`src/sv/assert_macros.svh`:
```
// assertion macros shared by the rtl that checks itself
`ifndef ASSERT_MACROS_SVH
`define ASSERT_MACROS_SVH

// condition holds at every clock edge outside reset
`define HRBM_ASSERT(lbl, cond, msg) \
  lbl: assert property (@(posedge clk) disable iff (rst) (cond)) else $error(msg);

// antecedent implies consequent in the same cycle
`define HRBM_ASSERT_IMP(lbl, ante, cons, msg) \
  lbl: assert property (@(posedge clk) disable iff (rst) (ante) |-> (cons)) else $error(msg);

`endif

```
`src/sv/hrbm_pkg.sv`:
```
// shared widths and inter-module status types for the heart rate meter
`timescale 1ns / 1ps

package hrbm_pkg;

  localparam int COUNT_W    = 16;
  localparam int RATE_W     = 16;
  localparam int CMP_W      = 10;
  localparam int CFG_IDX_W  = 3;
  localparam int CFG_DATA_W = 16;

  typedef struct packed {
    logic               beat;
    logic [COUNT_W-1:0] count;
  } det_t;

  typedef struct packed {
    logic busy;
    logic done;
  } div_st_t;

endpackage

```
`src/sv/hrbm_sample_if.sv`:
```
// sample channel: valid, ready and one sensor sample
`timescale 1ns / 1ps

interface hrbm_sample_if #(
  parameter int SAMPLE_BITS = 12
);
  logic                   valid;
  logic                   ready;
  logic [SAMPLE_BITS-1:0] sample;

  modport source (output valid, output sample, input ready);
  modport sink   (input valid, input sample, output ready);
endinterface

```
`src/sv/hrbm_result_if.sv`:
```
// result channel: valid, ready and the rate and blink fields
`timescale 1ns / 1ps

interface hrbm_result_if;
  import hrbm_pkg::*;

  logic               valid;
  logic               ready;
  logic [RATE_W-1:0]  bpm;
  logic               beat;
  logic               pwm_update;
  logic [RATE_W-1:0]  pwm_prescaler;
  logic [CMP_W-1:0]   pwm_compare;
  logic               alarm;

  modport source (output valid, output bpm, output beat, output pwm_update,
                  output pwm_prescaler, output pwm_compare, output alarm, input ready);
  modport sink   (input valid, input bpm, input beat, input pwm_update,
                  input pwm_prescaler, input pwm_compare, input alarm, output ready);
endinterface

```
`src/sv/heart_rate_beat_meter.sv`:
```
// top level: detector, serial divider, rate ring, running sum and blink band choice
//
//  channel   dir  handshake      payload
//  samples   in   valid/ready    sample
//  results   out  valid/ready    bpm, beat, pwm_update, pwm_prescaler, pwm_compare, alarm
//  wr_*      in   wr_en only     wr_index, wr_data
//
// an item without a beat is loaded straight into the output register; one with a beat
// goes through the rate, average and finish states, using the shared bit-serial divider
// which runs once for the rate and once for the ring average
// reset is synchronous; the ring reads as zero through per-entry valid bits
// samples.ready is high only in idle with the output register free or being taken
`timescale 1ns / 1ps
`include "assert_macros.svh"

module heart_rate_beat_meter #(
  parameter int RING_DEPTH  = 8,
  parameter int SAMPLE_BITS = 12
) (
  input  logic                             clk,
  input  logic                             rst,
  hrbm_sample_if.sink                      samples,
  hrbm_result_if.source                    results,
  input  logic                             wr_en,
  input  logic [hrbm_pkg::CFG_IDX_W-1:0]   wr_index,
  input  logic [hrbm_pkg::CFG_DATA_W-1:0]  wr_data
);
  import hrbm_pkg::*;

  localparam int IDX_W = $clog2(RING_DEPTH);
  localparam int SUM_W = RATE_W + IDX_W;
  localparam logic [IDX_W-1:0] IDX_LAST = IDX_W'(RING_DEPTH - 1);

  localparam logic [CFG_IDX_W-1:0] REG_HIGH_TH  = 3'd0;
  localparam logic [CFG_IDX_W-1:0] REG_LOW_TH   = 3'd1;
  localparam logic [CFG_IDX_W-1:0] REG_ALARM_LO = 3'd2;
  localparam logic [CFG_IDX_W-1:0] REG_ALARM_HI = 3'd3;
  localparam logic [CFG_IDX_W-1:0] REG_RATE_NUM = 3'd4;

  localparam logic [RATE_W-1:0] BAND_60  = 16'd60;
  localparam logic [RATE_W-1:0] BAND_90  = 16'd90;
  localparam logic [RATE_W-1:0] BAND_130 = 16'd130;
  localparam logic [RATE_W-1:0] BAND_170 = 16'd170;
  localparam logic [RATE_W-1:0] BAND_190 = 16'd190;

  localparam logic [RATE_W-1:0] PSC_SLOWEST = 16'd63999;
  localparam logic [RATE_W-1:0] PSC_SLOW    = 16'd31999;
  localparam logic [RATE_W-1:0] PSC_MID     = 16'd21332;
  localparam logic [RATE_W-1:0] PSC_FAST    = 16'd15999;
  localparam logic [RATE_W-1:0] PSC_FASTER  = 16'd12799;
  localparam logic [RATE_W-1:0] PSC_FASTEST = 16'd10666;

  localparam logic [CMP_W-1:0] CMP_NORMAL = 10'd500;
  localparam logic [CMP_W-1:0] CMP_ALARM  = 10'd1000;

  localparam logic [1:0] ST_IDLE = 2'd0;
  localparam logic [1:0] ST_RATE = 2'd1;
  localparam logic [1:0] ST_AVG  = 2'd2;
  localparam logic [1:0] ST_FIN  = 2'd3;

  // configuration
  logic [SAMPLE_BITS-1:0] high_threshold, low_threshold;
  logic [7:0]             bpm_floor, bpm_ceiling;
  logic [RATE_W-1:0]      rate_numerator;

  always_ff @(posedge clk) begin
    if (rst) begin
      high_threshold <= SAMPLE_BITS'(2148);
      low_threshold  <= SAMPLE_BITS'(1948);
      bpm_floor      <= 8'd30;
      bpm_ceiling    <= 8'd130;
      rate_numerator <= 16'd30000;
    end else if (wr_en) begin
      unique case (wr_index)
        REG_HIGH_TH:  high_threshold <= wr_data[SAMPLE_BITS-1:0];
        REG_LOW_TH:   low_threshold  <= wr_data[SAMPLE_BITS-1:0];
        REG_ALARM_LO: bpm_floor      <= wr_data[7:0];
        REG_ALARM_HI: bpm_ceiling    <= wr_data[7:0];
        REG_RATE_NUM: rate_numerator <= wr_data[RATE_W-1:0];
        default: ;
      endcase
    end
  end

  logic [1:0]        state;
  logic              out_valid;
  logic              out_free, out_load, out_beat;
  logic              in_fire;
  det_t              det;
  div_st_t           div_st;
  logic              div_start;
  logic [SUM_W-1:0]  div_dividend, div_quot;
  logic [RATE_W-1:0] div_divisor;

  logic [IDX_W-1:0]      write_index;
  logic [RING_DEPTH-1:0] ring_valid;
  logic [RATE_W-1:0]     ram_rdata, old_rate, new_rate;
  logic                  ring_we;
  logic [SUM_W-1:0]      sum, sum_next;
  logic [RATE_W-1:0]     bpm;

  assign out_free      = !out_valid || results.ready;
  assign samples.ready = (state == ST_IDLE) && out_free;
  assign in_fire       = samples.valid && samples.ready;

  hrbm_detect #(.SAMPLE_BITS(SAMPLE_BITS)) u_detect (
    .clk            (clk),
    .rst            (rst),
    .fire           (in_fire),
    .sample         (samples.sample),
    .high_threshold (high_threshold),
    .low_threshold  (low_threshold),
    .det            (det)
  );

  // rate first, then the ring average, through the same divider
  assign ring_we      = (state == ST_RATE) && div_st.done;
  assign div_start    = (in_fire && det.beat) || ring_we;
  assign div_dividend = (state == ST_IDLE) ? SUM_W'(rate_numerator) : sum_next;
  assign div_divisor  = (state == ST_IDLE) ? det.count : RATE_W'(RING_DEPTH);

  hrbm_serdiv #(.DVD_W(SUM_W), .DVS_W(RATE_W)) u_div (
    .clk      (clk),
    .rst      (rst),
    .start    (div_start),
    .dividend (div_dividend),
    .divisor  (div_divisor),
    .quotient (div_quot),
    .st       (div_st)
  );

  hrbm_ram #(.WIDTH(RATE_W), .DEPTH(RING_DEPTH)) u_ring (
    .clk   (clk),
    .we    (ring_we),
    .waddr (write_index),
    .wdata (new_rate),
    .raddr (write_index),
    .rdata (ram_rdata)
  );

  assign new_rate = div_quot[RATE_W-1:0];
  assign old_rate = ring_valid[write_index] ? ram_rdata : '0;
  assign sum_next = sum - SUM_W'(old_rate) + SUM_W'(new_rate);

  always_ff @(posedge clk) begin
    if (rst) begin
      state       <= ST_IDLE;
      write_index <= '0;
      ring_valid  <= '0;
      sum         <= '0;
      bpm         <= '0;
    end else begin
      unique case (state)
        ST_IDLE: begin
          if (in_fire && det.beat) state <= ST_RATE;
        end
        ST_RATE: begin
          if (div_st.done) begin
            ring_valid[write_index] <= 1'b1;
            write_index <= (write_index == IDX_LAST) ? '0 : write_index + 1'b1;
            sum         <= sum_next;
            state       <= ST_AVG;
          end
        end
        ST_AVG: begin
          if (div_st.done) begin
            bpm   <= div_quot[RATE_W-1:0];
            state <= ST_FIN;
          end
        end
        ST_FIN: begin
          if (out_free) state <= ST_IDLE;
        end
        default: state <= ST_IDLE;
      endcase
    end
  end

  // blink band from the current average
  logic              band_update, band_alarm;
  logic [RATE_W-1:0] band_psc;
  logic [CMP_W-1:0]  band_cmp;

  always_comb begin
    band_alarm = bpm > RATE_W'(bpm_ceiling);
    band_psc   = '0;
    band_cmp   = '0;
    if (band_alarm) begin
      band_psc = PSC_FASTEST;
      band_cmp = CMP_ALARM;
    end else begin
      if (({1'b0, bpm} + 17'd1 >= 17'(bpm_floor)) && bpm < BAND_60) band_psc = PSC_SLOWEST;
      else if (bpm >= BAND_60 && bpm < BAND_90)                     band_psc = PSC_SLOW;
      else if (bpm > BAND_90 && bpm <= BAND_130)                    band_psc = PSC_MID;
      else if (bpm > BAND_130 && bpm <= BAND_170)                   band_psc = PSC_FAST;
      else if (bpm > BAND_170 && bpm <= BAND_190)                   band_psc = PSC_FASTER;
      else if (bpm > BAND_190)                                      band_psc = PSC_FASTEST;
      if (band_psc != '0) band_cmp = CMP_NORMAL;
    end
    band_update = band_alarm || (band_psc != '0);
  end

  // output register
  assign out_load = (in_fire && !det.beat) || ((state == ST_FIN) && out_free);
  assign out_beat = (state == ST_FIN);

  always_ff @(posedge clk) begin
    if (rst) begin
      out_valid <= 1'b0;
    end else if (out_load) begin
      out_valid <= 1'b1;
    end else if (results.ready) begin
      out_valid <= 1'b0;
    end
  end

  always_ff @(posedge clk) begin
    if (out_load) begin
      results.bpm           <= bpm;
      results.beat          <= out_beat;
      results.pwm_update    <= band_update;
      results.pwm_prescaler <= band_psc;
      results.pwm_compare   <= band_cmp;
      results.alarm         <= band_alarm;
    end
  end

  assign results.valid = out_valid;

  `HRBM_ASSERT_IMP(a_div_idle_on_start, div_start, !div_st.busy, "divider restarted while busy")
  `HRBM_ASSERT_IMP(a_out_no_overwrite, out_load, !out_valid || results.ready, "result overwritten")
  `HRBM_ASSERT_IMP(a_rate_from_accept, state == ST_RATE && $past(state) == ST_IDLE,
                   $past(samples.valid && samples.ready), "rate division without an item")
  `HRBM_ASSERT(a_sum_bounded, {1'b0, sum} < ((SUM_W+1)'(RING_DEPTH) << RATE_W),
               "ring sum out of range")

endmodule

```
`src/sv/hrbm_ram.sv`:
```
// generic single-port-write ram with registered read
`timescale 1ns / 1ps

module hrbm_ram #(
  parameter int WIDTH = 16,
  parameter int DEPTH = 8
) (
  input  logic                     clk,
  input  logic                     we,
  input  logic [$clog2(DEPTH)-1:0] waddr,
  input  logic [WIDTH-1:0]         wdata,
  input  logic [$clog2(DEPTH)-1:0] raddr,
  output logic [WIDTH-1:0]         rdata
);

  logic [WIDTH-1:0] mem [DEPTH];

  always_ff @(posedge clk) begin
    if (we) begin
      mem[waddr] <= wdata;
    end
    rdata <= mem[raddr];
  end

endmodule

```
`src/sv/hrbm_detect.sv`:
```
// four-phase hysteresis detector with saturating period counter
`timescale 1ns / 1ps

module hrbm_detect #(
  parameter int SAMPLE_BITS = 12
) (
  input  logic                   clk,
  input  logic                   rst,
  input  logic                   fire,
  input  logic [SAMPLE_BITS-1:0] sample,
  input  logic [SAMPLE_BITS-1:0] high_threshold,
  input  logic [SAMPLE_BITS-1:0] low_threshold,
  output hrbm_pkg::det_t         det
);
  import hrbm_pkg::*;

  localparam logic [1:0] PH_WAIT_RISE  = 2'd0;
  localparam logic [1:0] PH_WAIT_FALL  = 2'd1;
  localparam logic [1:0] PH_COUNT_LOW  = 2'd2;
  localparam logic [1:0] PH_COUNT_HIGH = 2'd3;

  localparam logic [COUNT_W-1:0] COUNT_MAX = '1;

  logic [1:0]         phase, phase_next;
  logic [COUNT_W-1:0] period_count, period_count_next;
  logic [COUNT_W-1:0] count_inc;
  logic               risen, fallen;

  assign count_inc = (period_count == COUNT_MAX) ? COUNT_MAX : period_count + 1'b1;
  assign risen     = sample > high_threshold;
  assign fallen    = sample < low_threshold;

  always_comb begin
    phase_next        = phase;
    period_count_next = period_count;
    det.beat          = 1'b0;
    det.count         = count_inc;
    unique case (phase)
      PH_WAIT_RISE: begin
        if (risen) phase_next = PH_WAIT_FALL;
      end
      PH_WAIT_FALL: begin
        if (fallen) begin
          phase_next        = PH_COUNT_LOW;
          period_count_next = '0;
        end
      end
      PH_COUNT_LOW: begin
        period_count_next = count_inc;
        if (risen) phase_next = PH_COUNT_HIGH;
      end
      PH_COUNT_HIGH: begin
        period_count_next = count_inc;
        if (fallen) begin
          phase_next = PH_COUNT_LOW;
          if (count_inc != '0) begin
            det.beat          = 1'b1;
            period_count_next = '0;
          end
        end
      end
      default: phase_next = PH_WAIT_RISE;
    endcase
  end

  always_ff @(posedge clk) begin
    if (rst) begin
      phase        <= PH_WAIT_RISE;
      period_count <= '0;
    end else if (fire) begin
      phase        <= phase_next;
      period_count <= period_count_next;
    end
  end

endmodule

```
`src/sv/hrbm_serdiv.sv`:
```
// restoring divider, one quotient bit per cycle
`timescale 1ns / 1ps

module hrbm_serdiv #(
  parameter int DVD_W = 19,
  parameter int DVS_W = 16
) (
  input  logic               clk,
  input  logic               rst,
  input  logic               start,
  input  logic [DVD_W-1:0]   dividend,
  input  logic [DVS_W-1:0]   divisor,
  output logic [DVD_W-1:0]   quotient,
  output hrbm_pkg::div_st_t  st
);
  import hrbm_pkg::*;

  localparam int CNT_W = $clog2(DVD_W);
  localparam logic [CNT_W-1:0] LAST = CNT_W'(DVD_W - 1);

  logic [DVD_W-1:0] dq;
  logic [DVS_W-1:0] rem;
  logic [DVS_W-1:0] dvs;
  logic [CNT_W-1:0] cnt;
  logic             busy, done;
  logic [DVS_W:0]   rem_sh, rem_sub;
  logic             ge;

  assign rem_sh   = {rem, dq[DVD_W-1]};
  assign rem_sub  = rem_sh - {1'b0, dvs};
  assign ge       = rem_sh >= {1'b0, dvs};
  assign quotient = dq;
  assign st.busy  = busy;
  assign st.done  = done;

  always_ff @(posedge clk) begin
    if (rst) begin
      busy <= 1'b0;
      done <= 1'b0;
    end else begin
      done <= 1'b0;
      if (start) begin
        busy <= 1'b1;
      end else if (busy && cnt == LAST) begin
        busy <= 1'b0;
        done <= 1'b1;
      end
    end
  end

  always_ff @(posedge clk) begin
    if (start) begin
      dq  <= dividend;
      dvs <= divisor;
      rem <= '0;
      cnt <= '0;
    end else if (busy) begin
      dq  <= {dq[DVD_W-2:0], ge};
      rem <= ge ? rem_sub[DVS_W-1:0] : rem_sh[DVS_W-1:0];
      cnt <= cnt + 1'b1;
    end
  end

endmodule

```
`src/flat_wrapper.sv`:
```
// flat-port wrapper written by rule: the top's interface ports become plain ports
module heart_rate_beat_meter_flat import hrbm_pkg::*;
#(
  parameter int RING_DEPTH  = 8,
  parameter int SAMPLE_BITS = 12
)
  (clk, rst, wr_en, wr_index, wr_data, samples_valid, samples_sample, samples_ready, results_valid, results_bpm, results_beat, results_pwm_update, results_pwm_prescaler, results_pwm_compare, results_alarm, results_ready);
  hrbm_sample_if #(.SAMPLE_BITS(SAMPLE_BITS)) samples_i ();
  hrbm_result_if results_i ();
  input  logic clk;
  input  logic rst;
  input  logic wr_en;
  input  logic [hrbm_pkg::CFG_IDX_W-1:0] wr_index;
  input  logic [hrbm_pkg::CFG_DATA_W-1:0] wr_data;
  input wire logic [$bits(samples_i.valid)-1:0] samples_valid;
  input wire logic [$bits(samples_i.sample)-1:0] samples_sample;
  output wire logic [$bits(samples_i.ready)-1:0] samples_ready;
  output wire logic [$bits(results_i.valid)-1:0] results_valid;
  output wire logic [$bits(results_i.bpm)-1:0] results_bpm;
  output wire logic [$bits(results_i.beat)-1:0] results_beat;
  output wire logic [$bits(results_i.pwm_update)-1:0] results_pwm_update;
  output wire logic [$bits(results_i.pwm_prescaler)-1:0] results_pwm_prescaler;
  output wire logic [$bits(results_i.pwm_compare)-1:0] results_pwm_compare;
  output wire logic [$bits(results_i.alarm)-1:0] results_alarm;
  input wire logic [$bits(results_i.ready)-1:0] results_ready;
  assign samples_i.valid = samples_valid;
  assign samples_i.sample = samples_sample;
  assign samples_ready = samples_i.ready;
  assign results_valid = results_i.valid;
  assign results_bpm = results_i.bpm;
  assign results_beat = results_i.beat;
  assign results_pwm_update = results_i.pwm_update;
  assign results_pwm_prescaler = results_i.pwm_prescaler;
  assign results_pwm_compare = results_i.pwm_compare;
  assign results_alarm = results_i.alarm;
  assign results_i.ready = results_ready;
  heart_rate_beat_meter #(.RING_DEPTH(RING_DEPTH), .SAMPLE_BITS(SAMPLE_BITS)) u_core (.clk(clk), .rst(rst), .samples(samples_i), .results(results_i), .wr_en(wr_en), .wr_index(wr_index), .wr_data(wr_data));
endmodule
```
`config.mk`:
```
export PLATFORM = sky130hd
export DESIGN_NAME = heart_rate_beat_meter_flat
export DESIGN_NICKNAME = d
export VERILOG_FILES = /design/src/sv/hrbm_pkg.sv /design/src/sv/hrbm_sample_if.sv /design/src/sv/hrbm_result_if.sv /design/src/sv/heart_rate_beat_meter.sv /design/src/sv/hrbm_ram.sv /design/src/sv/hrbm_detect.sv /design/src/sv/hrbm_serdiv.sv /design/src/flat_wrapper.sv
export VERILOG_INCLUDE_DIRS = /design/src /design/src/sv
export SDC_FILE = /design/constraint.sdc
export NUM_CORES = 1
export LEC_CHECK = 0
export ABC_AREA = 1
export BUFFER_PORTS_ARGS = -buffer_cell sky130_fd_sc_hd__buf_2
export CAP_MARGIN = 20
export CORE_MARGIN = 2
export CORE_UTILIZATION = 35
export CTS_BUF_LIST = sky130_fd_sc_hd__clkbuf_4
export CTS_CLUSTER_DIAMETER = 120
export DETAILED_ROUTE_END_ITERATION = 12
export PLACE_DENSITY = 0.6
export SLEW_MARGIN = 20
export SYNTH_ARGS = -nofsm -noshare
export SYNTH_HDL_FRONTEND = slang
export SYNTH_SLANG_ARGS = --single-unit
```
`constraint.sdc`:
```
create_clock -name clk -period 6.39 [get_ports clk]
set_input_delay 0.9585 -clock clk [delete_from_list [all_inputs] [get_ports clk]]
set_output_delay 0.9585 -clock clk [all_outputs]
set_load 0.005 [all_outputs]
```
---- Yosys cells after proc, flatten, opt, wreduce, memory -nomap -nowiden ----
Memory sizes are Yosys's and may differ from the RTL's. A register that Yosys moved wholly into a read port is not among the register bits.
Index checks and enable logic that the tools add are counted.
operators by class
  add/sub/neg operators ................... 7
  bitwise logic cells ..................... 1
  multiplexer cells ....................... 43
  equal/unequal tests ..................... 21
  order comparisons ....................... 17
  reduce and logical (&&, ||, !) cells .... 41
operator list
  kind                                                                               number
  16-bit two-way mux                                                                 13
  19-bit two-way mux                                                                 3
  16-bit by 8-bit greater-than comparator with 1-bit output, second input constant   3
  16-bit by 8-bit less-or-equal comparator with 1-bit output, second input constant  3
  16-bit one-hot mux with 3 select lines                                             1
  16-bit nonzero test                                                                3
  19-bit by 16-bit adder with 19-bit output                                          1
  19-bit by 16-bit subtractor with 19-bit output                                     1
  16-bit by 1-bit adder with 17-bit output, second input constant                    1
  17-bit by 16-bit >= comparator with 1-bit output                                   1
  17-bit by 8-bit >= comparator with 1-bit output                                    1
  16-bit by 1-bit adder with 16-bit output, second input constant                    1
  16-bit == test, second input constant                                              1
  16-bit by 6-bit >= comparator with 1-bit output, second input constant             1
  16-bit by 7-bit greater-than comparator with 1-bit output, second input constant   1
  16-bit by 8-bit greater-than comparator with 1-bit output                          1
  16-bit by 6-bit less-than comparator with 1-bit output, second input constant      1
  16-bit by 7-bit less-than comparator with 1-bit output, second input constant      1
  16-bit subtractor                                                                  1
  14-bit two-way mux                                                                 1
  2-bit two-way mux                                                                  7
  2-bit AND reduction                                                                7
  1-bit logical AND                                                                  13
  12-bit greater-than comparator                                                     1
  other kinds (30)                                                                   62
word-level totals
  word-level logic and storage cells ...... 156
  register bits ........................... 226
  bits of input ports ..................... 36
  memory bits (writable) .................. 128
  memories ................................ 1
memory list
  name               depth  width  read ports  clocked after Yosys merged registers in  wr ports  RTL line        RTL
  u_core.u_ring.mem  8      16     1           1                                        1         hrbm_ram.sv:16  logic [WIDTH-1:0] mem [DEPTH];

---- Depth between registers and ports, before layout ----
Gate-level depths: netlist (run 1).
  depth after elaboration ................. 11
  gate-level depth with buffers ........... 25

---- Hierarchy ----
From an unflattened synthesis (run 1), not the netlist that was laid out.
second synthesis, totals
  cell total of the unflattened synthesis .. 2,528
  area, all modules ....................... 19,759.0 um^2
by module, submodules not included
  module                 area each (um^2)  seq. area each (um^2)  cells an instance  times used
  heart_rate_beat_meter  8,121.5           3,062.9                1,113              1
  hrbm_ram               5,989.5           4,164.0                587                1
  hrbm_serdiv            3,452.1           1,511.4                460                1
  hrbm_detect            2,195.9           360.3                  368                1

---- Worst setup path after synthesis (run 1) ----
OpenSTA, ideal clock, no wires.
  path kind ............................... reg2reg
  start point ............................. register u_core.write_index[0]
  end point ............................... register u_core.u_div.dq[14] (netlist: u_core.u_div.quotient[14]), data pin
  stages on the path, launching flop included .. 25
  setup time .............................. 0.258 ns
  data arrival time ....................... 3.634 ns
  path slack .............................. 2.498 ns
  path through ............................ dfxtp_1 clkbuf_1 inv_1 clkbuf_1 o21ai_0 o31ai_1 nor2_1 clkbuf_1 nor2_1 fa_1 inv_1 ha_1 a21o_1 nand2_1 nand2_1 nand2_1 nand2_1 a21oi_1 o21bai_1 inv_1 nand2_1 nand3_1 nand2_1 nand2_1 o21ai_1
on the way
  longest elaborated chain between the ends .. 7
ends and longest elaborated chain
  element                                         RTL line                      RTL
  from (decl)                                     heart_rate_beat_meter.sv:95   logic [IDX_W-1:0] write_index;
  from (signal assigned)                          heart_rate_beat_meter.sv:160  write_index <= (write_index == IDX_LAST) ? '0 : write_index + 1'b1;
  1-bit binary-select mux with 3-bit select       heart_rate_beat_meter.sv:142  assign old_rate = ring_valid[write_index] ? ram_rdata : '0;
  1-bit two-way mux (implied by the code)         heart_rate_beat_meter.sv:142
  16-bit two-way mux                              heart_rate_beat_meter.sv:142
  19-bit by 16-bit subtractor with 19-bit output  heart_rate_beat_meter.sv:143  assign sum_next = sum - SUM_W'(old_rate) + SUM_W'(new_rate);
  19-bit by 16-bit adder with 19-bit output       heart_rate_beat_meter.sv:143
  19-bit two-way mux                              heart_rate_beat_meter.sv:119  assign div_dividend = (state == ST_IDLE) ? SUM_W'(rate_numerator) : sum_next;
  19-bit two-way mux                              hrbm_serdiv.sv:52             if (start) begin
  to (signal assigned)                            hrbm_serdiv.sv:53             dq <= dividend;
  to (signal assigned)                            hrbm_serdiv.sv:58             dq <= {dq[DVD_W-2:0], ge};
  to (decl)                                       hrbm_serdiv.sv:21             logic [DVD_W-1:0] dq;
Every way passes these cells. The select of a mux whose other input is x is not followed.
A chain may end at the register's enable or synchronous reset.

---- Final worst setup path (run 1) ----
  start point ............................. register u_core.write_index[2]
  end point ............................... register u_core.u_div.dq[14] (netlist: u_core.u_div.quotient[14]), data pin
Same word-level chain as after synthesis.

==> results.txt, run 1 <==
Outcome -> complete, no violations
Internal -> 3770 µW
Worst EP required -> 6.92 ns
Pre-antenna DRT Iters -> 5
Final WL -> 45.6 mm
Initial antenna violation count -> 2
Clock Latency Late Sink -> 0.84 ns
Period utilization -> 71.8%
CTS Buf Count -> 97
Final Hold Fails -> 0
R2R Setup Slk -> 1.80 ns
CP Class -> flip-flop to flip-flop
Ys flop type -> edfxtp_1
Net count, final -> 2,322
Leakage power -> 0.00880 µW
Routed Antenna Nets -> 0
Clk Tree Root Cell -> clkbuf_4
CP startpoint -> u_core.write_index[2]
Post-route cell area -> 20,300 µm²
RR Startpoint -> u_core.write_index[2]
IO Port Bufs -> 80
Vias/cell -> 4.88
I/O pins -> 83
Final Skew -> 0.0577 ns
Via Count -> 14,400
Initial Utilization -> 35.2%
Row cnt -> 83
Cell total after placement -> 2,764
Maximum vdd drop -> 0.142 mV
Pwr dens -> 255 nW/µm²
RSZ-0062 raised after global routing -> false
H-tree depth -> 3
HPWL after detailed placement -> 31.2 mm
Mean Syn Cell Area -> 8.70 µm²
Hold worst-path end -> u_core.rate_numerator[12]
Setup crit end kind -> flip-flop
Hold Path Cell Cnt -> 3
Gpl congestion -> 0.903
Sw Share -> 27.2%
Relative slew slack -> 31.8%
Initial DRC count -> 901
Post-Synthesis Cell Area -> 18,000 µm²
Share of cells above drive strength 1 -> 12.6%
Seq/Total Area, Yosys -> 50.6%
Post-CTS setup buffer count -> 0
CTS Hold Bufs -> 0
First-pass GRT wire length -> 73.0 mm
Core ar. -> 51,100 µm²
CTS Buffer Depth -> 3
Max-cap violations -> 0
Tightest Pin Transition -> 1.02 ns
Worst-path clk slew -> 0.06 ns
Sink Count -> 357
Post-synthesis async set-or-reset flop share -> 0%
Vias in the first global route -> 14,100
Hold WC Path Type -> input pin to flip-flop
Cts repair resizes -> 0
R2R depth -> 21
DIE HEIGHT -> 231 µm
DP Area -> 19,000 µm²
Yosys reg bits -> 357
Max Clock Freq -> 0.218 GHz
Synth unique cells -> 47
All-Layer GR Usage -> 17.2%
CP arrival -> 5.12 ns
Final non-filler cell total -> 2,951
Max-slew violations -> 0
R2r endpoint -> u_core.u_div.quotient[14]
Largest net degree at the start of global routing -> 79
Grt ovf -> 0
Final setup TNS -> 0 ns
WL/cell -> 15.5 µm
Final setup fails -> 0
Post-synth top area cell -> edfxtp_1
Fin crit period -> 4.59 ns
Post-synth top area share -> 32.6%
EDFF count, synth -> 195
DR DRC count -> 0
TritonCTS clock tree -> yes
Hold slack -> 0.347 ns
Net Sw Power -> 1410 µW
Min-delay src -> wr_data[12]
Warnings, synthesis -> 0
Layout area overhead -> 12.8%
CP startpoint kind -> flip-flop
Full die area -> 53,200 µm²
Synth top area cells -> edfxtp_1 33%, dfxtp_1 18%, nor2_1 6.5%, nand2_1 6.3%, ha_1 6.0%
Max FO, Critical Path -> 19
Die Span X -> 231 µm
Combinational Power Share -> 10.9%
Place WS -> 1.84 ns
Final setup margin -> 1.80 ns
Post-synthesis instance total -> 2,067
Clock power share -> 39.7%
Flop pwr share -> 49.4%
power groups by stage:
stage	clock, µW	combinational (µW)	sequential [µW]
after floorplan	0	351	2610
after global placement	0	546	2610
after detailed placement	0	570	2610
after CTS	2130	571	2560
after global routing	2250	634	2570
final	2060	566	2560
area by class of cell:
type                       count  area [µm²]
clock inverter                36         165
timing repair buffer          98         556
multi-input combinational   1346        7440
fill                        5213       30800
tap                          680         851
clock buffer                 148        1110
inverter                     283        1060
sequential                   357        9100
antenna                        3        7.51
placed cells by master, fill, tap and decap left out, types with 11 or more instances in the layout:
master     netlist  layout
inv_1          278     277
clkbuf_4         0     148
o2111ai_1       17      17
nor2_1         310     309
nand4_1         23      23
clkinv_1         5      31
xnor2_1         11      11
o21ai_0        199     197
nand2_1        301     300
dfxtp_1        162     161
nand3_1         67      67
a21oi_1        132     132
buf_2            6      80
ha_1            86      86
fa_1            17      17
o21a_1          18      18
o211ai_1        37      37
nor3_1          23      23
xor2_1          31      31
edfxtp_1       195     195
buf_4           15      17
metrics by stage:
step	power [µW]	util, %
2_1_floorplan	2960	-
3_3_place_gp	3150	37.1
3_5_place_dp	3180	37.2
4_1_cts	5260	39.7
5_1_grt	5450	39.7
6_report	5180	39.7
Yosys cell counts (2+ instances only):
master	n
nor2_1	310
nand2_1	301
inv_1	278
o21ai_0	199
edfxtp_1	195
dfxtp_1	162
a21oi_1	132
ha_1	86
nand3_1	67
clkbuf_1	55
o211ai_1	37
xor2_1	31
nand4_1	23
nor3_1	23
o21a_1	18
fa_1	17
o2111ai_1	17
buf_4	15
xnor2_1	11
nor2_2	8
o21ai_1	8
o21bai_1	8
nand3b_1	7
buf_2	6
buf_6	5
clkinv_1	5
nor4_1	5
nand2_2	4
o31ai_1	4
and3_1	3
nand3_2	3
nor2_4	3
or2_2	3
a21o_1	2
a22oi_1	2
nor3_2	2
nor3b_1	2
per-layer routing:
layer  share of wire, %  wire, µm  track usage, %  up-vias
met4                1.9       858            5.56        0
met2                 44     20300            26.9      390
met3                6.0      2720            4.37       69
met1                 48     21800            23.2     6755
met5                  0         0               0        -
li1                   -         -               -     7193
cell families after synthesis:
logic type | after synthesis | share of synthesized area, %
simple gates | 766 | 17.8
compound gates | 433 | 13.5
buf+inv | 365 | 8.18
flops | 357 | 50.6
fa+ha+maj | 103 | 7.87
xor+xnor | 42 | 2.05
other cells | 1 | 0.0208
critical path, cell delays in order, from the launching register on:
cell      delay [ns]
dfxtp_1         0.37
inv_1           0.09
nand2_1         0.56
o31ai_1         0.22
nor2_2          0.67
nor2_1          0.14
fa_1            0.52
inv_1           0.04
ha_1            0.36
a21o_1          0.22
nand2_1         0.07
nand2_1         0.05
nand2_1         0.06
nand2_1         0.06
a21oi_1         0.32
o21bai_1        0.14
inv_1           0.07
nand2_1         0.06
nand3_1         0.07
nand2_1         0.07
nand2_1         0.05
o21ai_1         0.07
how the worst max path moves through the flow:
stage / to / cells past startpoint / slack, ns
2_1_floorplan: u_core.u_div.quotient[14] / 24 / 2.50
3_3_place_gp: u_core.u_div.quotient[14] / 21 / 1.55
3_5_place_dp: u_core.u_div.quotient[14] / 21 / 1.84
4_1_cts: u_core.u_div.quotient[14] / 21 / 1.80
5_1_grt: u_core.u_div.quotient[15] / 17 / 1.23
6_report: u_core.u_div.quotient[14] / 21 / 1.80
sequential cells by signal, summed over array words and instances (netlist names), 3 cells and up:
name                          cells
u_core.u_ring.mem               128
u_core.sum                       19
u_core.u_div.quotient            19
u_core.bpm                       16
u_core.rate_numerator            16
u_core.results.bpm               16
u_core.u_detect.period_count     16
u_core.u_div.dvs                 16
u_core.u_div.rem                 16
u_core.u_ring.rdata              16
u_core.high_threshold            12
u_core.low_threshold             12
u_core.results.pwm_prescaler     10
u_core.bpm_ceiling                8
u_core.bpm_floor                  8
u_core.ring_valid                 8
u_core.u_div.cnt                  5
u_core.results.pwm_compare        3
u_core.write_index                3
Power figures use the tool's default switching activity.
==> run 2, diff against run 1 <==
clock period = 4.3 ns   (was 6.39 ns; I/O delays follow)
==> results.txt, run 2 (same netlist as run 1, synthesis figures left out) <==
Outcome -> complete, no violations (unchanged)
Leakage power -> 0.00886 µW (was 0.00880 µW)
CP startpoint kind -> flip-flop (unchanged)
Worst EP required -> 4.84 ns (was 6.92 ns)
Row cnt -> 83 (unchanged)
First-pass GRT wire length -> 73.8 mm (was 73.0 mm)
Largest net degree at the start of global routing -> 69 (was 79)
Initial DRC count -> 1,106 (was 901)
Clock Latency Late Sink -> 0.86 ns (was 0.84 ns)
Final setup fails -> 0 (unchanged)
Number of flip-flops in the largest register -> 128 (unchanged)
DR DRC count -> 0 (unchanged)
Final non-filler cell total -> 2,968 (was 2,951)
Die Span X -> 231 µm (unchanged)
Via Count -> 14,400 (about the same)
Final setup TNS -> 0 ns (unchanged)
Final WL -> 46.0 mm (was 45.6 mm)
Worst-path clk slew -> 0.06 ns (about the same)
All-Layer GR Usage -> 17.4% (was 17.2%)
Relative slew slack -> 36.2% (was 31.8%)
Max-slew violations -> 0 (unchanged)
Pwr dens -> 375 nW/µm² (was 255 nW/µm²)
Top Usage Layer GRT -> met2 (unchanged)
H-tree depth -> 3 (unchanged)
Met3 GRT Util -> 3.24% (was 4.37%)
CP max stage delay -> 0.48 ns (was 0.67 ns)
Net count, final -> 2,339 (was 2,322)
GRT met2 Usage -> 27.3% (was 26.9%)
RSZ-0062 raised after global routing -> false (unchanged)
Grt ovf -> 0 (unchanged)
Most used cell along the critical path -> nand2_1 (unchanged)
Routed Antenna Nets -> 0 (unchanged)
Max FO, Critical Path -> 13 (was 19)
Period utilization -> 88.0% (was 71.8%)
Core ar. -> 51,100 µm² (unchanged)
Hold WC Path Type -> input pin to flip-flop (unchanged)
Max Clock Freq -> 0.264 GHz (was 0.218 GHz)
Final setup margin -> 0.516 ns (was 1.80 ns)
Vias in the first global route -> 14,200 (was 14,100)
Hold slack -> 0.0648 ns (was 0.347 ns)
Met1 Resource Use GR -> 24.0% (was 23.2%)
Gpl congestion -> 0.886 (was 0.903)
Tightest Pin Transition -> 0.954 ns (was 1.02 ns)
CP Class -> flip-flop to flip-flop (unchanged)
Most flops, register -> u_core.u_ring.mem (unchanged)
Final Skew -> 0.0657 ns (was 0.0577 ns)
Setup crit end kind -> flip-flop (unchanged)
Share of cells above drive strength 1 -> 12.9% (was 12.6%)
DIE HEIGHT -> 231 µm (unchanged)
DP Area -> 19,100 µm² (was 19,000 µm²)
TritonCTS clock tree -> yes (unchanged)
Sink Count -> 357 (unchanged)
Critical-path top delay cell -> fa_1 (was nor2_2)
Commonest non-fill, non-tap cells in the layout -> 309 x nor2_1, 300 x nand2_1, 277 x inv_1, 197 x o21ai_0, 195 x edfxtp_1 (unchanged)
Post-route cell area -> 20,400 µm² (was 20,300 µm²)
Cell total after placement -> 2,775 (was 2,764)
CTS Buf Count -> 97 (unchanged)
Initial antenna violation count -> 3 (was 2)
CTS Buffer Depth -> 3 (unchanged)
Clk Tree Root Cell -> clkbuf_4 (unchanged)
IO Port Bufs -> 80 (unchanged)
Vias/cell -> 4.85 (was 4.88)
CP Cell Sequence -> clkinv_1, o21ai_0, o31ai_1, nor2_4, buf_12, nor2_1, fa_1, inv_1, ha_1, a21o_1, nand2_1, nand2_1, nand2_1, nand2_1, a21oi_1, o21bai_1, inv_1, nand2_1, nand3_1, nand2_1, nand2_1, o21ai_1 (was inv_1, nand2_1, o31ai_1, nor2_2, nor2_1, fa_1, inv_1, ha_1, a21o_1, nand2_1, nand2_1, nand2_1, nand2_1, a21oi_1, o21bai_1, inv_1, nand2_1, nand3_1, nand2_1, nand2_1, o21ai_1)
Place WS -> -0.190 ns (was 1.84 ns)
CP arrival -> 4.33 ns (was 5.12 ns)
R2R Setup Slk -> 0.52 ns (was 1.80 ns)
Maximum vdd drop -> 0.186 mV (was 0.142 mV)
Layout area overhead -> 13.4% (was 12.8%)
HPWL after detailed placement -> 31.7 mm (was 31.2 mm)
Pre-antenna DRT Iters -> 5 (unchanged)
Final Hold Fails -> 0 (unchanged)
Fin crit period -> 3.78 ns (was 4.59 ns)
Initial Utilization -> 35.2% (unchanged)
Max-cap violations -> 0 (unchanged)
WL/cell -> 15.5 µm (about the same)
I/O pins -> 83 (unchanged)
Full die area -> 53,200 µm² (unchanged)
Commonest non-fill, non-tap cell in the layout -> nor2_1 (unchanged)
-- run 2: final timing paths --
| kind | start | end | depth (start not counted) |
|---|---|---|---|
| setup / recovery | u_core.write_index[0] | u_core.u_div.quotient[14] | 22 |
| hold / removal | wr_data[11] | u_core.high_threshold[11] | 3 |
| setup reg to reg | u_core.write_index[0] | u_core.u_div.quotient[14] | 22 |
| hold reg to reg | u_core.high_threshold[7] | u_core.high_threshold[7] | 2 |
-- run 2: critical path: cells and delay by family, from the launching register on --
family	cells	cell delay [ns]
AO/OA/AOI/OAI	6	1.15
adder cells (fa/ha/maj)	2	0.83
AND/OR/NAND/NOR	10	0.69
buffers and inverters	4	0.43
flip-flops	1	0.41
-- run 2: repair_timing --
| action | 4_1_cts | 5_1_grt |
|---|---|---|
| hold endpoints to repair | 3 | 0 |
| resized for setup | 1 | 1 |
| setup buffers | 0 | 3 |
| hold buffers | 3 | 0 |
| endpoints found under the setup margin | 13 | 19 |
| pin swaps | 0 | 1 |
-- run 2: per-layer routing --
metal / up-vias / wire, µm
li1: 7218 / -
met3: 83 / 2460
met5: - / 0
met2: 363 / 20500
met1: 6742 / 22100
met4: 0 / 926
-- run 2: cell type report --
cell class | instances | area [µm²]
Antenna cell | 3 | 7.51
Sequential cell | 357 | 9100
Multi-Input combinational cell | 1346 | 7440
Clock inverter | 46 | 215
Clock buffer | 138 | 1040
Fill cell | 5254 | 30700
Timing Repair Buffer | 115 | 683
Tap cell | 680 | 851
Inverter | 283 | 1060
-- run 2: where the power goes --
part | switching [µW] | internal (µW) | leakage [µW]
clock | 1500 | 1510 | 0.000742
sequential | 69.4 | 3730 | 0.00310
combinational | 561 | 270 | 0.00502
-- run 2: per-stage QoR --
stage                     power, µW  util [%]
final                          7650      39.9
after global placement         4700      37.3
after global routing           8070      39.9
after detailed placement       4710      37.3
after floorplan                4400         -
after CTS                      7760      39.8
==> run 3, diff against run 2 <==
ABC_AREA = unset   (was 1)
SLEW_MARGIN = unset   (was 20)
==> results.txt, run 3 <==
Outcome -> complete, no violations (unchanged)
Final Skew -> 0.0646 ns (was 0.0657 ns)
Post-route cell area -> 20,400 µm² (about the same)
H-tree depth -> 3 (unchanged)
Flop pwr share -> 51.5% (was 49.7%)
Initial DRC count -> 810 (was 1,106)
Die Span X -> 231 µm (about the same)
CTS Buffer Depth -> 3 (unchanged)
Leakage power -> 0.00806 µW (was 0.00886 µW)
CP Class -> flip-flop to flip-flop (unchanged)
Largest net degree at the start of global routing -> 73 (was 69)
Mean Syn Cell Area -> 10.4 µm² (was 8.70 µm²)
Warnings, synthesis -> 0 (unchanged)
Gpl congestion -> 0.882 (was 0.886)
Post-synth top area cell -> edfxtp_1 (unchanged)
R2r endpoint -> u_core.sum[18] (was u_core.u_div.quotient[14])
Commonest non-fill, non-tap cells in the layout -> 215 x nand2_1, 195 x edfxtp_1, 160 x dfxtp_1, 140 x clkbuf_4, 135 x inv_1 (was 309 x nor2_1, 300 x nand2_1, 277 x inv_1, 197 x o21ai_0, 195 x edfxtp_1)
CP startpoint kind -> flip-flop (unchanged)
WL/cell -> 16.1 µm (was 15.5 µm)
DP Area -> 19,200 µm² (was 19,100 µm²)
Internal -> 5400 µW (was 5510 µW)
R2R depth -> 14 (was 22)
Net count, final -> 1,988 (was 2,339)
Sw Share -> 24.6% (was 27.9%)
RR Startpoint -> u_core.write_index[1] (was u_core.write_index[0])
Vias/cell -> 5.05 (was 4.85)
Final Hold Fails -> 0 (unchanged)
All-Layer GR Usage -> 15.7% (was 17.4%)
Final setup margin -> 0.147 ns (was 0.516 ns)
Seq/Total Area, Yosys -> 50.6% (about the same)
CTS Hold Bufs -> 0 (was 3)
Post-synthesis instance total -> 1,728 (was 2,067)
IO Port Bufs -> 80 (unchanged)
CP startpoint -> u_core.write_index[1] (was u_core.write_index[0])
Clock Latency Late Sink -> 0.77 ns (was 0.86 ns)
Vias in the first global route -> 12,800 (was 14,200)
Post-Synthesis Cell Area -> 18,000 µm² (about the same)
Relative slew slack -> 29.7% (was 36.2%)
Synth unique cells -> 77 (was 47)
Number of flip-flops in the largest register -> 128 (unchanged)
EDFF count, synth -> 195 (unchanged)
TritonCTS clock tree -> yes (unchanged)
Place WS -> 0.118 ns (was -0.190 ns)
Cell total after placement -> 2,431 (was 2,775)
Fillers -> 5,090 (was 5,254)
Final non-filler cell total -> 2,608 (was 2,968)
Pre-antenna DRT Iters -> 5 (unchanged)
Core ar. -> 51,100 µm² (unchanged)
Worst EP required -> 4.90 ns (was 4.84 ns)
Synth top cells by count -> 215 x nand2_1, 195 x edfxtp_1, 162 x dfxtp_1 (was 310 x nor2_1, 301 x nand2_1, 278 x inv_1)
Routed Antenna Nets -> 0 (unchanged)
Combinational Power Share -> 7.0% (was 10.9%)
Post-synth top area share -> 32.6% (about the same)
CP arrival -> 4.75 ns (was 4.33 ns)
Initial Utilization -> 35.2% (about the same)
I/O pins -> 83 (unchanged)
Initial antenna violation count -> 1 (was 3)
Hold slack -> 0.123 ns (was 0.0648 ns)
DR DRC count -> 0 (unchanged)
Top-count cell post-synth -> nand2_1 (was nor2_1)
Row cnt -> 83 (unchanged)
Hold WC Path Type -> input pin to flip-flop (unchanged)
Setup crit end kind -> flip-flop (unchanged)
Sink Count -> 357 (unchanged)
Worst-path clk slew -> 0.07 ns (was 0.06 ns)
Pwr dens -> 350 nW/µm² (was 375 nW/µm²)
Crit path to -> u_core.sum[18] (was u_core.u_div.quotient[14])
HPWL after detailed placement -> 28.7 mm (was 31.7 mm)
Tightest Pin Transition -> 1.05 ns (was 0.954 ns)
DIE HEIGHT -> 231 µm (about the same)
Period utilization -> 96.6% (was 88.0%)
Post-synthesis async set-or-reset flop share -> 0% (unchanged)
Yosys reg bits -> 357 (unchanged)
Max-slew violations -> 0 (unchanged)
Max FO, Critical Path -> 9 (was 13)
Most flops, register -> u_core.u_ring.mem (unchanged)
Clock power share -> 41.5% (was 39.4%)
Layout area overhead -> 13.6% (was 13.4%)
Clk Tree Root Cell -> clkbuf_4 (unchanged)
Commonest non-fill, non-tap cell in the layout -> nand2_1 (was nor2_1)
Synth top area cells -> edfxtp_1 33%, dfxtp_1 18%, ha_1 6.0%, nand2_1 4.5%, mux4_2 4.3% (was edfxtp_1 33%, dfxtp_1 18%, nor2_1 6.5%, nand2_1 6.3%, ha_1 6.0%)
Share of cells above drive strength 1 -> 18.9% (was 12.9%)
Max Clock Freq -> 0.241 GHz (was 0.264 GHz)
Final setup fails -> 0 (unchanged)
Maximum vdd drop -> 0.177 mV (was 0.186 mV)
Ys flop type -> edfxtp_1 (unchanged)
Net Sw Power -> 1760 µW (was 2130 µW)
Final WL -> 41.9 mm (was 46.0 mm)
First-pass GRT wire length -> 67.4 mm (was 73.8 mm)
Via Count -> 13,200 (was 14,400)
Fin crit period -> 4.15 ns (was 3.78 ns)
Max-cap violations -> 0 (unchanged)
Full die area -> 53,200 µm² (about the same)
CTS Buf Count -> 94 (was 97)
Grt ovf -> 0 (unchanged)
R2R Setup Slk -> 0.15 ns (was 0.52 ns)
-- run 3: worst max-delay path, stage by stage (launching register included) --
cell,delay (ns)
dfxtp_2,0.36
mux4_2,0.52
mux2i_4,0.19
buf_12,0.15
nor2b_1,0.05
fa_1,0.47
inv_1,0.04
ha_1,0.21
or3_4,0.41
o311a_4,0.39
o21a_1,0.22
a211o_1,0.29
a21o_1,0.16
a21oi_1,0.15
mux2_2,0.35
-- run 3: cells by family (layout without fill, tap and decap cells) --
family | Yosys count | after routing | synth area share [%]
simple gates | 562 | 562 | 15.2
xor+xnor | 40 | 40 | 2.02
mux | 77 | 77 | 6.80
compound gates | 352 | 352 | 12.2
other cells | 1 | 3 | 0.0209
flops | 357 | 357 | 50.6
buf+inv | 236 | 434 | 5.35
fa+ha+maj | 103 | 103 | 7.88
-- run 3: area by class of cell --
type                       instances  area (µm²)  area share, %
sequential                       357        9100           44.6
tap                              680         851           4.17
timing repair buffer             124         743           3.64
antenna                            1        2.50         0.0123
clock inverter                    34         173          0.845
multi-input combinational       1136        7990           39.1
clock buffer                     140        1050           5.15
inverter                         136         510           2.50
-- run 3: timing repair --
action,CTS,global route
setup endpoints to repair,0,6
setup buffers,0,1
resized for setup,0,5
-- run 3: through the flow --
| step | TNS (ns) | total power [µW] | util [%] |
|---|---|---|---|
| global route | -0.00609 | 7500 | 40.0 |
| detailed placement | 0 | 4260 | 37.5 |
| global placement | 0 | 4240 | 37.5 |
| CTS | 0 | 7250 | 39.9 |
| floorplan | 0 | 4110 | - |
| finish | 0 | 7160 | 40.0 |
-- run 3: worst min-delay path by stage --
| stage | from | endpoint | cells past startpoint |
|---|---|---|---|
| after floorplan | u_core.bpm[12] | u_core.results.bpm[12] | 0 |
| after global placement | u_core.sum[8] | u_core.sum[8] | 2 |
| after detailed placement | u_core.sum[3] | u_core.sum[3] | 2 |
| after CTS | wr_data[12] | u_core.rate_numerator[12] | 3 |
| after global routing | wr_data[14] | u_core.rate_numerator[14] | 3 |
| final | wr_data[12] | u_core.rate_numerator[12] | 3 |
-- run 3: per-layer routing --
layer | wire length [µm] | track usage, % | up-vias
met5 | 0 | 0 | -
met4 | 674 | 5.06 | 0
met3 | 2220 | 3.06 | 58
met2 | 18800 | 24.3 | 309
met1 | 20200 | 22.2 | 6356
li1 | - | - | 6458
-- run 3: power groups by stage --
| stage | logic (µW) | clock network (µW) | registers (µW) |
|---|---|---|---|
| 2_1_floorplan | 359 | 0 | 3750 |
| 3_5_place_dp | 497 | 0 | 3760 |
| 6_report | 501 | 2970 | 3690 |
| 3_3_place_gp | 486 | 0 | 3760 |
| 4_1_cts | 499 | 3060 | 3690 |
| 5_1_grt | 567 | 3240 | 3690 |
